[src/rtl/hbt_pkg.sv]
// ----------------------------------------------------------------------------
// hbt_pkg: shared types and constants of the hash bucket table
// Transfer payloads, operation and status codes, sequencer states and the
// default table geometry.
// ----------------------------------------------------------------------------
package hbt_pkg;

   // Default geometry
   localparam int NUM_BUCKETS_DEF  = 10;
   localparam int BUCKET_DEPTH_DEF = 8;

   // Field widths
   localparam int KEY_W    = 32;
   localparam int BUCKET_W = 4;

   typedef enum logic {
      OP_INSERT = 1'b0,
      OP_SEARCH = 1'b1
   } opcode_type;

   typedef enum logic [1:0] {
      STATUS_INSERTED  = 2'd0,
      STATUS_FULL      = 2'd1,
      STATUS_FOUND     = 2'd2,
      STATUS_NOT_FOUND = 2'd3
   } status_type;

   typedef struct packed {
      opcode_type        opcode;
      logic [KEY_W-1:0]  key;
   } req_type;

   typedef struct packed {
      status_type          status;
      logic [BUCKET_W-1:0] bucket;
   } rsp_type;

   typedef enum logic [2:0] {
      S_CLEAR,
      S_IDLE,
      S_QN,
      S_READ,
      S_UPDATE
   } state_type;

endpackage

[src/rtl/hbt_ram.sv]
// ----------------------------------------------------------------------------
// hbt_ram: generic single-write, single-read synchronous RAM
// One write port and one read port; read data is registered.
// ----------------------------------------------------------------------------
module hbt_ram #(
   parameter int WIDTH = 32,
   parameter int DEPTH = 16
) (
   input  logic                     clock,
   input  logic                     wr_en,
   input  logic [$clog2(DEPTH)-1:0] wr_addr,
   input  logic [WIDTH-1:0]         wr_data,
   input  logic [$clog2(DEPTH)-1:0] rd_addr,
   output logic [WIDTH-1:0]         rd_data
);

   logic [WIDTH-1:0] mem_ff [DEPTH];
   logic [WIDTH-1:0] rd_data_ff;

   // Write port
   always_ff @(posedge clock) begin
      if (wr_en) begin
         mem_ff[wr_addr] <= wr_data;
      end
   end

   // Registered read port
   always_ff @(posedge clock) begin
      rd_data_ff <= mem_ff[rd_addr];
   end

   assign rd_data = rd_data_ff;

endmodule

[src/rtl/hash_bucket_table.sv]
// ----------------------------------------------------------------------------
// hash_bucket_table: fixed-slot hash set with insert and search
// Buckets are chosen by key modulo NUM_BUCKETS; each bucket holds up to
// BUCKET_DEPTH keys kept in one wide RAM row next to a fill-count RAM.
// ----------------------------------------------------------------------------
// Each request (insert or search of a 32-bit key) yields exactly one response
// carrying a status and the bucket index (low 4 bits). One request is handled
// at a time, in these steps: acceptance, which multiplies the key by a
// reciprocal of the bucket count; scaling the estimated quotient back by the
// bucket count; reducing the remainder and addressing the bucket RAMs; and the
// registered RAM read, the parallel compare of all slots and the write-back.
// The response is loaded in that last step, and only after it can the next
// request be taken, so the block never takes a new request before it is
// through with the last. The response sits in an output register, so the next
// request is taken while it waits; that request then holds before its RAM
// read until the register is free. After reset the fill counts are cleared by
// a pass over all NUM_BUCKETS buckets, one bucket per cycle, during which
// req_stall is high. Inserts into a full bucket are dropped and report full;
// duplicate keys are stored.
// ----------------------------------------------------------------------------
module hash_bucket_table #(
   parameter int NUM_BUCKETS  = hbt_pkg::NUM_BUCKETS_DEF,
   parameter int BUCKET_DEPTH = hbt_pkg::BUCKET_DEPTH_DEF
) (
   input  logic            clock,
   input  logic            reset,
   input  logic            req_valid,
   output logic            req_stall,
   input  hbt_pkg::req_type req_data,
   output logic            rsp_valid,
   input  logic            rsp_stall,
   output hbt_pkg::rsp_type rsp_data
);

   localparam int KEY_W   = hbt_pkg::KEY_W;
   localparam int BKT_W   = $clog2(NUM_BUCKETS);
   localparam int CNT_W   = $clog2(BUCKET_DEPTH + 1);
   localparam int ROW_W   = BUCKET_DEPTH * KEY_W;
   localparam int SHIFT   = KEY_W - 1 + BKT_W;
   localparam int REM_W   = BKT_W + 2;
   localparam logic [63:0] RECIP_WIDE = (64'd1 << SHIFT) / NUM_BUCKETS;
   localparam logic [KEY_W-1:0] RECIP = RECIP_WIDE[KEY_W-1:0];
   localparam logic [REM_W-1:0] NB_REM = REM_W'(NUM_BUCKETS);
   localparam logic [BKT_W-1:0] LAST_BKT = BKT_W'(NUM_BUCKETS - 1);
   localparam logic [CNT_W-1:0] FULL_CNT = CNT_W'(BUCKET_DEPTH);

   hbt_pkg::state_type state_ff, state_in;

   logic                   accept;
   logic                   out_free;
   logic [BKT_W-1:0]       clr_ptr_ff, clr_ptr_in;
   hbt_pkg::opcode_type    op_ff;
   logic [KEY_W-1:0]       key_ff;
   logic [2*KEY_W-1:0]     prod_ff;
   logic [KEY_W-1:0]       quot;
   logic [KEY_W-1:0]       qn_ff;
   logic [REM_W-1:0]       rem0, rem1, rem2;
   logic [BKT_W-1:0]       bkt_ff;
   logic                   rsp_valid_ff;
   hbt_pkg::rsp_type       rsp_ff, rsp_in;

   logic                   key_wr_en;
   logic [ROW_W-1:0]       key_rd_row, key_wr_row;
   logic                   cnt_wr_en;
   logic [BKT_W-1:0]       cnt_wr_addr;
   logic [CNT_W-1:0]       cnt_wr_data, cnt_rd;
   logic [BUCKET_DEPTH-1:0] hit;
   logic                   full;

   // Handshake
   assign accept   = req_valid && !req_stall;
   assign out_free = !rsp_valid_ff || !rsp_stall;

   // Next state
   always_comb begin
      state_in = state_ff;
      case (state_ff)
         hbt_pkg::S_CLEAR:  if (clr_ptr_ff == LAST_BKT) state_in = hbt_pkg::S_IDLE;
         hbt_pkg::S_IDLE:   if (req_valid) state_in = hbt_pkg::S_QN;
         hbt_pkg::S_QN:     state_in = hbt_pkg::S_READ;
         hbt_pkg::S_READ:   if (out_free) state_in = hbt_pkg::S_UPDATE;
         hbt_pkg::S_UPDATE: state_in = hbt_pkg::S_IDLE;
         default:           state_in = hbt_pkg::S_CLEAR;
      endcase
   end

   // State outputs
   always_comb begin
      req_stall = 1'b1;
      case (state_ff)
         hbt_pkg::S_IDLE: req_stall = 1'b0;
         default:         req_stall = 1'b1;
      endcase
   end

   always_ff @(posedge clock) begin
      if (reset) begin
         state_ff   <= hbt_pkg::S_CLEAR;
         clr_ptr_ff <= '0;
      end else begin
         state_ff   <= state_in;
         clr_ptr_ff <= clr_ptr_in;
      end
   end

   // Advance the clear pointer during the reset pass
   assign clr_ptr_in = (state_ff == hbt_pkg::S_CLEAR) ? clr_ptr_ff + 1'b1 : clr_ptr_ff;

   // Capture the request and form key times reciprocal
   always_ff @(posedge clock) begin
      if (accept) begin
         op_ff   <= req_data.opcode;
         key_ff  <= req_data.key;
         prod_ff <= req_data.key * RECIP;
      end
   end

   // Estimated quotient times bucket count
   assign quot = KEY_W'(prod_ff >> SHIFT);

   always_ff @(posedge clock) begin
      if (state_ff == hbt_pkg::S_QN) begin
         qn_ff <= quot * KEY_W'(NUM_BUCKETS);
      end
   end

   // Remainder falls below three bucket counts; correct twice
   assign rem0 = REM_W'(key_ff - qn_ff);
   assign rem1 = (rem0 >= NB_REM) ? rem0 - NB_REM : rem0;
   assign rem2 = (rem1 >= NB_REM) ? rem1 - NB_REM : rem1;

   // Hold the bucket for the write-back
   always_ff @(posedge clock) begin
      if (state_ff == hbt_pkg::S_READ) begin
         bkt_ff <= rem2[BKT_W-1:0];
      end
   end

   // Compare the key against all filled slots
   always_comb begin
      for (int s = 0; s < BUCKET_DEPTH; s++) begin
         hit[s] = (CNT_W'(s) < cnt_rd) &&
                  (key_rd_row[s*KEY_W +: KEY_W] == key_ff);
      end
   end

   assign full = (cnt_rd >= FULL_CNT);

   // Place the key in the next free slot of the row
   always_comb begin
      for (int s = 0; s < BUCKET_DEPTH; s++) begin
         key_wr_row[s*KEY_W +: KEY_W] = (CNT_W'(s) == cnt_rd) ?
                                        key_ff : key_rd_row[s*KEY_W +: KEY_W];
      end
   end

   // Write back on a successful insert; clear counts after reset
   assign key_wr_en   = (state_ff == hbt_pkg::S_UPDATE) &&
                        (op_ff == hbt_pkg::OP_INSERT) && !full;
   assign cnt_wr_en   = key_wr_en || (state_ff == hbt_pkg::S_CLEAR);
   assign cnt_wr_addr = (state_ff == hbt_pkg::S_CLEAR) ? clr_ptr_ff : bkt_ff;
   assign cnt_wr_data = (state_ff == hbt_pkg::S_CLEAR) ? '0 : cnt_rd + 1'b1;

   hbt_ram #(
      .WIDTH (ROW_W),
      .DEPTH (NUM_BUCKETS)
   ) u_key_ram (
      .clock   (clock),
      .wr_en   (key_wr_en),
      .wr_addr (bkt_ff),
      .wr_data (key_wr_row),
      .rd_addr (rem2[BKT_W-1:0]),
      .rd_data (key_rd_row)
   );

   hbt_ram #(
      .WIDTH (CNT_W),
      .DEPTH (NUM_BUCKETS)
   ) u_cnt_ram (
      .clock   (clock),
      .wr_en   (cnt_wr_en),
      .wr_addr (cnt_wr_addr),
      .wr_data (cnt_wr_data),
      .rd_addr (rem2[BKT_W-1:0]),
      .rd_data (cnt_rd)
   );

   // Build the response
   always_comb begin
      rsp_in.bucket = hbt_pkg::BUCKET_W'(bkt_ff);
      if (op_ff == hbt_pkg::OP_INSERT) begin
         rsp_in.status = full ? hbt_pkg::STATUS_FULL : hbt_pkg::STATUS_INSERTED;
      end else begin
         rsp_in.status = (|hit) ? hbt_pkg::STATUS_FOUND : hbt_pkg::STATUS_NOT_FOUND;
      end
   end

   // Output register: load on update, drop on transfer
   always_ff @(posedge clock) begin
      if (reset) begin
         rsp_valid_ff <= 1'b0;
      end else if (state_ff == hbt_pkg::S_UPDATE) begin
         rsp_valid_ff <= 1'b1;
      end else if (!rsp_stall) begin
         rsp_valid_ff <= 1'b0;
      end
   end

   always_ff @(posedge clock) begin
      if (state_ff == hbt_pkg::S_UPDATE) begin
         rsp_ff <= rsp_in;
      end
   end

   assign rsp_valid = rsp_valid_ff;
   assign rsp_data  = rsp_ff;

endmodule
[config.mk]
export PLATFORM = sky130hd
export DESIGN_NAME = hash_bucket_table
export DESIGN_NICKNAME = d
export VERILOG_FILES = /design/src/rtl/hbt_pkg.sv /design/src/rtl/hbt_ram.sv /design/src/rtl/hash_bucket_table.sv
export SDC_FILE = /design/constraint.sdc
export NUM_CORES = 2
export LEC_CHECK = 0
export ABC_CLOCK_PERIOD_IN_PS = 18800
export BUFFER_PORTS_ARGS = -buffer_cell sky130_fd_sc_hd__buf_2
export CAP_MARGIN = 20
export CORE_MARGIN = 1.5
export CORE_UTILIZATION = 30
export CTS_BUF_LIST = sky130_fd_sc_hd__clkbuf_4
export CTS_CLUSTER_DIAMETER = 150
export DETAILED_ROUTE_END_ITERATION = 10
export GPL_TIMING_DRIVEN = 1
export PLACE_DENSITY = 0.54
export SYNTH_ARGS = -nofsm -noshare
export SYNTH_HDL_FRONTEND = slang
export SYNTH_HIERARCHICAL = 1
export SYNTH_SLANG_ARGS = --single-unit
[constraint.sdc]
create_clock -name clock -period 18.8 [get_ports clock]
set_input_delay 3.76 -clock clock [delete_from_list [all_inputs] [get_ports clock]]
set_output_delay 3.76 -clock clock [all_outputs]
set_load 0.02 [all_outputs]
After elaboration in Yosys (flattened, before gate mapping)

Memory sizes are Yosys's and may differ from the RTL's. A register that Yosys moved wholly into a read port is not among the register bits.
Cells that the tools add are included.

Flip-flop bits (word level): 118
Memory bits (writable): 2600
Output and inout port bits: 8
Memories kept: 2

Add/sub/neg operators: 5
Multiply operators: 2
Order comparisons: 11
Equality and inequality tests: 24
Mux-type cells: 26
Bitwise logic cells: 1
Reductions and logical operators: 20

Memory list:

| memory           | depth | bits a word | read ports | clocked after Yosys merged registers in | write ports | line          | RTL |
|---|---|---|---|---|---|---|---|
| u_key_ram.mem_ff | 10    | 256         | 1          | 1                                       | 1           | hbt_ram.sv:17 | `logic [WIDTH-1:0] mem_ff [DEPTH];` |
| u_cnt_ram.mem_ff | 10    | 4           | 1          | 1                                       | 1           | hbt_ram.sv:17 |  |

Operators by type and width:

| cell                                                              | number |
|---|---|
| equality test 32 bit                                              | 8 |
| 2-to-1 mux 32 bit                                                 | 8 |
| multiplier 32 x 30 -> 62 bit, second input constant               | 1 |
| multiplier 29 x 3 -> 5 bit, second input constant                 | 1 |
| equality test 3 x 4 -> 1 bit, first input constant                | 4 |
| less-than comparator 3 x 4 -> 1 bit, first input constant         | 4 |
| case mux 3 bit (5 select lines)                                   | 1 |
| greater-or-equal comparator 6 x 4 -> 1 bit, second input constant | 2 |
| 2-to-1 mux 4 bit                                                  | 3 |
| logical AND 1 bit                                                 | 11 |
| 2-to-1 mux 1 bit                                                  | 9 |
| 2-to-1 mux 3 bit                                                  | 3 |
| adder 4 x 1 -> 4 bit, second input constant                       | 2 |
| equality test 2 x 4 -> 1 bit, first input constant                | 2 |
| less-than comparator 1 x 4 -> 1 bit, first input constant         | 2 |
| less-than comparator 2 x 4 -> 1 bit, first input constant         | 2 |
| OR reduction 8 bit                                                | 1 |
| equality test 3 x 2 -> 1 bit, second input constant               | 2 |
| 2-to-1 mux 6 bit                                                  | 1 |
| != test 2 bit, second input constant                              | 3 |
| subtractor 6 x 4 -> 6 bit, second input constant                  | 1 |
| subtractor 6 bit                                                  | 1 |
| equality test 1 x 4 -> 1 bit, first input constant                | 1 |
| equality test 4 bit, second input constant                        | 1 |
| 12 further kinds                                                  | 15 |

Depth between registers and ports, before layout

Depth after elaboration: 6
Depth in mapped cells: 23
Gate-level depth less buffers: 23

By module

The synthesis kept the hierarchy.

Modules (own cells, without submodules):

| module               | times used | cells each | area each (um^2) | seq. area each (um^2) |
|---|---|---|---|---|
| hbt_ram at u_key_ram | 1          | 5379       | 103893.4         | 81998.6 |
| hash_bucket_table    | 1          | 1880       | 18649.1          | 1751.7 |
| hbt_ram at u_cnt_ram | 1          | 94         | 1707.9           | 1281.2 |

Least setup slack after synthesis

Ideal clock, no wire load.

Kind: register -> register
From: reg state_ff[0]
To: mem u_key_ram/mem_ff[0][0] (netlist bit), enable pin
Library setup time: 1.186 ns
Arrival time: 18.619 ns
Data required time: 17.614 ns
Slack: -1.005 ns
Cell stages (with the launch flop): 7
Path buffers: 1
Period minus slack after synthesis: 19.805 ns
Path through: dfxtp_1 > clkbuf_1 > nor2_1 > nand2_1 > nor3_1 > or3b_2 > nor3_1

Cells in the longest elaborated chain, start to end: 5

Ends and longest elaborated chain:

| item                                   | line                     | RTL |
|---|---|---|
| start: declaration                     | hash_bucket_table.sv:47  | `hbt_pkg::state_type state_ff, state_in;` |
| start signal: assignment               | hash_bucket_table.sv:98  | `state_ff <= hbt_pkg::S_CLEAR;` |
| start signal: assignment               | hash_bucket_table.sv:101 | `state_ff <= state_in;` |
| equality test 3 bit                    | hash_bucket_table.sv:158 | `assign key_wr_en = (state_ff == hbt_pkg::S_UPDATE) &&` |
| logical AND 1 bit                      | hash_bucket_table.sv:158 |  |
| logical AND 1 bit                      | hash_bucket_table.sv:159 | `(op_ff == hbt_pkg::OP_INSERT) && !full;` |
| net key_wr_en                          | hash_bucket_table.sv:62  | `logic key_wr_en;` |
| 2-to-1 mux 1 bit                       | hbt_ram.sv:22            | `if (wr_en) begin` |
| 2-to-1 mux 1 bit (implied by the code) | hbt_ram.sv:23            | `mem_ff[wr_addr] <= wr_data;` |
| end: declaration                       | hbt_ram.sv:17            |  |

The timed path passes the listed nets, and every way through them passes these cells.

Worst setup path in the final report

From: in req_data[1] (netlist bit)
To: reg prod_ff[39] (data pin)

Cells in the longest elaborated chain, start to end: 1

Ends and longest elaborated chain:

| item                         | line                     | RTL |
|---|---|---|
| start: declaration           | hash_bucket_table.sv:29  | `input hbt_pkg::req_type req_data,` |
| multiplier 32 x 30 -> 62 bit | hash_bucket_table.sv:114 | `prod_ff <= req_data.key * RECIP;` |
| end signal: assignment       | hash_bucket_table.sv:114 |  |
| end: declaration             | hash_bucket_table.sv:54  | `logic [2*KEY_W-1:0] prod_ff;` |

No other way between the ends.
A chain may end at the register's enable or synchronous reset.

==> metrics.csv <==
metric,value,unit
Post-CTS Hold Buffers,0,
Yosys reg bits,2921,
Root Buffer,clkbuf_4,
Post-Synthesis Cells,7353,
MaxCap Viol Count,0,
die footprint,418000,µm²
Die X,647,µm
CP max FO,5,
DRC Markers,0,
post-synth top area share,0.641,
Setup TNS Final,0,ns
io pins,45,
DR WL/cell,24.3,µm
drt pass-1 iters,5,
CTS HTree Levels,6,
r2r startpoint,key_ff[1],
Tmin final,8.96,ns
Die Span Y,647,µm
hold crit path type,reg2reg,
Final nets,8399,
vias in the first global route,70392,
Bufs on Longest Clock Path,4,
"Reg clk slew, reported paths",0.07,ns
RSZ-0062 raised after global routing,no,
first-pass GRT wire length,489,mm
dominant cell type by area after synthesis,edfxtp_1,
CTS tree,yes,
Critical Path RT,20.07,ns
Synth cell types,61,
status,completed,
Worst Path Arrival,10.23,ns
Leak Pwr,49.1,nW
global-route usage over all layers,0.160,
starting DRC count in detailed routing,5594,
Post-Syn Nets,7850,
Yosys warning total,6,
initial antenna violation count,21,
"Clk Latency, worst-skew pair",1.55,ns
# port buffers,44,
top post-synthesis cells by area,"edfxtp_1, mux2_2, mux2i_1",
largest net degree at the start of global routing,137,
# rows,236,
share of synthesized registers carrying an async set or reset,0,
fraction of layout instances using a drive strength above 1,0.283,
Peak VDD IR,0.365,mV
ys flop type,edfxtp_1,
"EDFF count, synth",2653,
critical path launch point type,primary input,
Slew Limit Headroom,0.229,
critical path capture point type,register,
Post-Syn Area,124000,µm²
placed standard-cell area,131000,µm²
final-report hold violation count,0,
Final period util,0.477,
max-slew violations,0,
average via count per standard cell,4.80,
design area,141000,µm²
Least-Margin Pin Slew,1.16,ns
hpwl dp,189,mm
crit path launch,req_data[1],
core area,413000,µm²
fmax,112,MHz
pwr dens,123,nW/µm²
WL final,341,mm
Final ANT Viol Nets,0,
cts repair resizes,0,
gr ovfl total,0,
Starting Density,0.301,
total CTS buffers,742,
Clock Skew,0.109,ns
final setup vio count,0,
Layout area overhead,13.4,%
CTS sink cnt,2921,
Mean Syn Cell Area,16.9,µm²
GP Congestion,0.857,
class of the most critical setup path,in2reg,
Hold Path Origin,u_key_ram/mem_ff[8][115],
Setup Buffers After CTS,0,
sequential fraction of the synthesis area,0.684,
vias,67261,
## Yosys cell counts (all sizes together) (6+ instances only)
library cell	number
a211oi	6
a21oi	28
and2	6
buf	206
clkbuf	200
dfxtp	268
edfxtp	2653
fa	246
ha	214
inv	408
mux2	887
mux2i	541
mux4	70
nand2	288
nand2b	9
nand3	9
nand4	54
nor2	39
nor2b	72
nor3	22
nor4	26
o21ai	22
o22ai	447
o31a	131
o31ai	129
xnor2	231
xor2	91
## metrics by stage
stage	util	setup WS, ns	cells	total power [mW]	hold slack, ns
floorplan	-	5.88	7353	10.6	0.433
global placement	0.317	8.30	12629	11.8	0.490
detailed placement	0.317	8.33	12631	11.9	0.527
CTS	0.341	10.02	13998	17.6	0.455
global route	0.341	9.75	14006	18.5	0.540
finish	0.341	9.84	14017	17.4	0.496
## sequential cells by signal, summed over array words and instances (netlist names), 3 cells and up
signal and cells:
bkt_ff 4, clr_ptr_ff 4, key_ff 32, prod_ff 5, qn_ff 5, rsp_data 6
state_ff 3, u_cnt_ram/mem_ff 40, u_cnt_ram/rd_data 4, u_key_ram/mem_ff 2560, u_key_ram/rd_data 256
## cell families after synthesis
family / after synthesis / synth area share
muxes: 1498 / 0.137
and+or+nand+nor: 549 / 0.0211
adders and majority gates: 460 / 0.0612
AOI/OAI and AO/OA: 788 / 0.0435
buffers and inverters: 814 / 0.0303
DFF: 2921 / 0.684
xor gates and xnor gates: 323 / 0.0229
## power breakdown
part           switching [mW]  internal (mW)
Clock                    2.60           3.08
Combinational            2.62           1.84
Sequential             0.0274           7.23
Total                    5.24           12.2
## routing by layer
metal,wire [µm],global-route usage,vias to the layer above
li1,-,-,29668
met1,150000,0.214,35134
met2,165000,0.267,2015
met3,19100,0.0262,436
met4,7090,0.0427,8
met5,51,0,-
## worst max-delay path: stages
cell	delay, ns
buf_2	0.18
ha_1	0.45
fa_1	0.63
inv_1	0.07
fa_1	0.53
inv_1	0.06
fa_1	0.55
fa_1	0.47
fa_1	0.52
fa_1	0.54
inv_1	0.06
fa_1	0.53
inv_1	0.04
ha_1	0.33
a21o_1	0.19
a21oi_1	0.15
nor2b_1	0.09
or4_1	0.40
a31oi_1	0.21
o21ai_0	0.18
a211o_1	0.29
## worst paths after layout
path | end | slack, ns | cells past startpoint
setup / recovery | prod_ff[39] | 9.84 | 21
hold / removal | u_key_ram/rd_data[115] | 0.50 | 3
setup reg to reg | u_key_ram/rd_data[75] | 10.22 | 17
hold reg to reg | u_key_ram/rd_data[115] | 0.50 | 3
## final cells by class
type | count | area, µm²
Clock buffer | 1195 | 8970
Multi-Input combinational cell | 3618 | 35700
Tap cell | 5474 | 6850
Inverter | 408 | 1530
Sequential cell | 2921 | 85000
Antenna cell | 18 | 45.0
Timing Repair Buffer | 211 | 1660
Clock inverter | 172 | 1210
Fill cell | 39753 | 272000
## placed cells by master, fill, tap and decap left out, types with 6 or more instances in the layout
cell type / netlist / routed
o21ai_0: 18 / 18
clkinv_2: 0 / 13
buf_4: 82 / 151
nor4_1: 24 / 24
dfxtp_1: 268 / 268
fa_1: 246 / 246
nor3_1: 22 / 17
nor2_4: 0 / 8
edfxtp_1: 2653 / 2653
xnor2_1: 231 / 230
inv_2: 0 / 10
nand3_1: 9 / 8
a211oi_1: 6 / 6
o22ai_1: 447 / 447
buf_2: 45 / 45
nand4_1: 54 / 54
clkinv_4: 0 / 10
ha_1: 214 / 214
mux2_2: 836 / 836
nand2_1: 288 / 285
clkbuf_4: 0 / 1195
clkinvlp_4: 0 / 7
inv_1: 408 / 408
a21oi_1: 28 / 28
mux2i_1: 541 / 540
mux4_2: 70 / 70
o31a_1: 131 / 131
mux2_1: 51 / 51
nor2b_1: 72 / 72
o31ai_1: 129 / 129
clkinv_1: 0 / 102
nor2_1: 39 / 31
bufinv_16: 0 / 14
diode_2: 0 / 18
buf_12: 0 / 15
inv_6: 0 / 10
nand2b_1: 9 / 7
xor2_1: 91 / 90
Note: power is estimated with default switching activity, not from simulation.
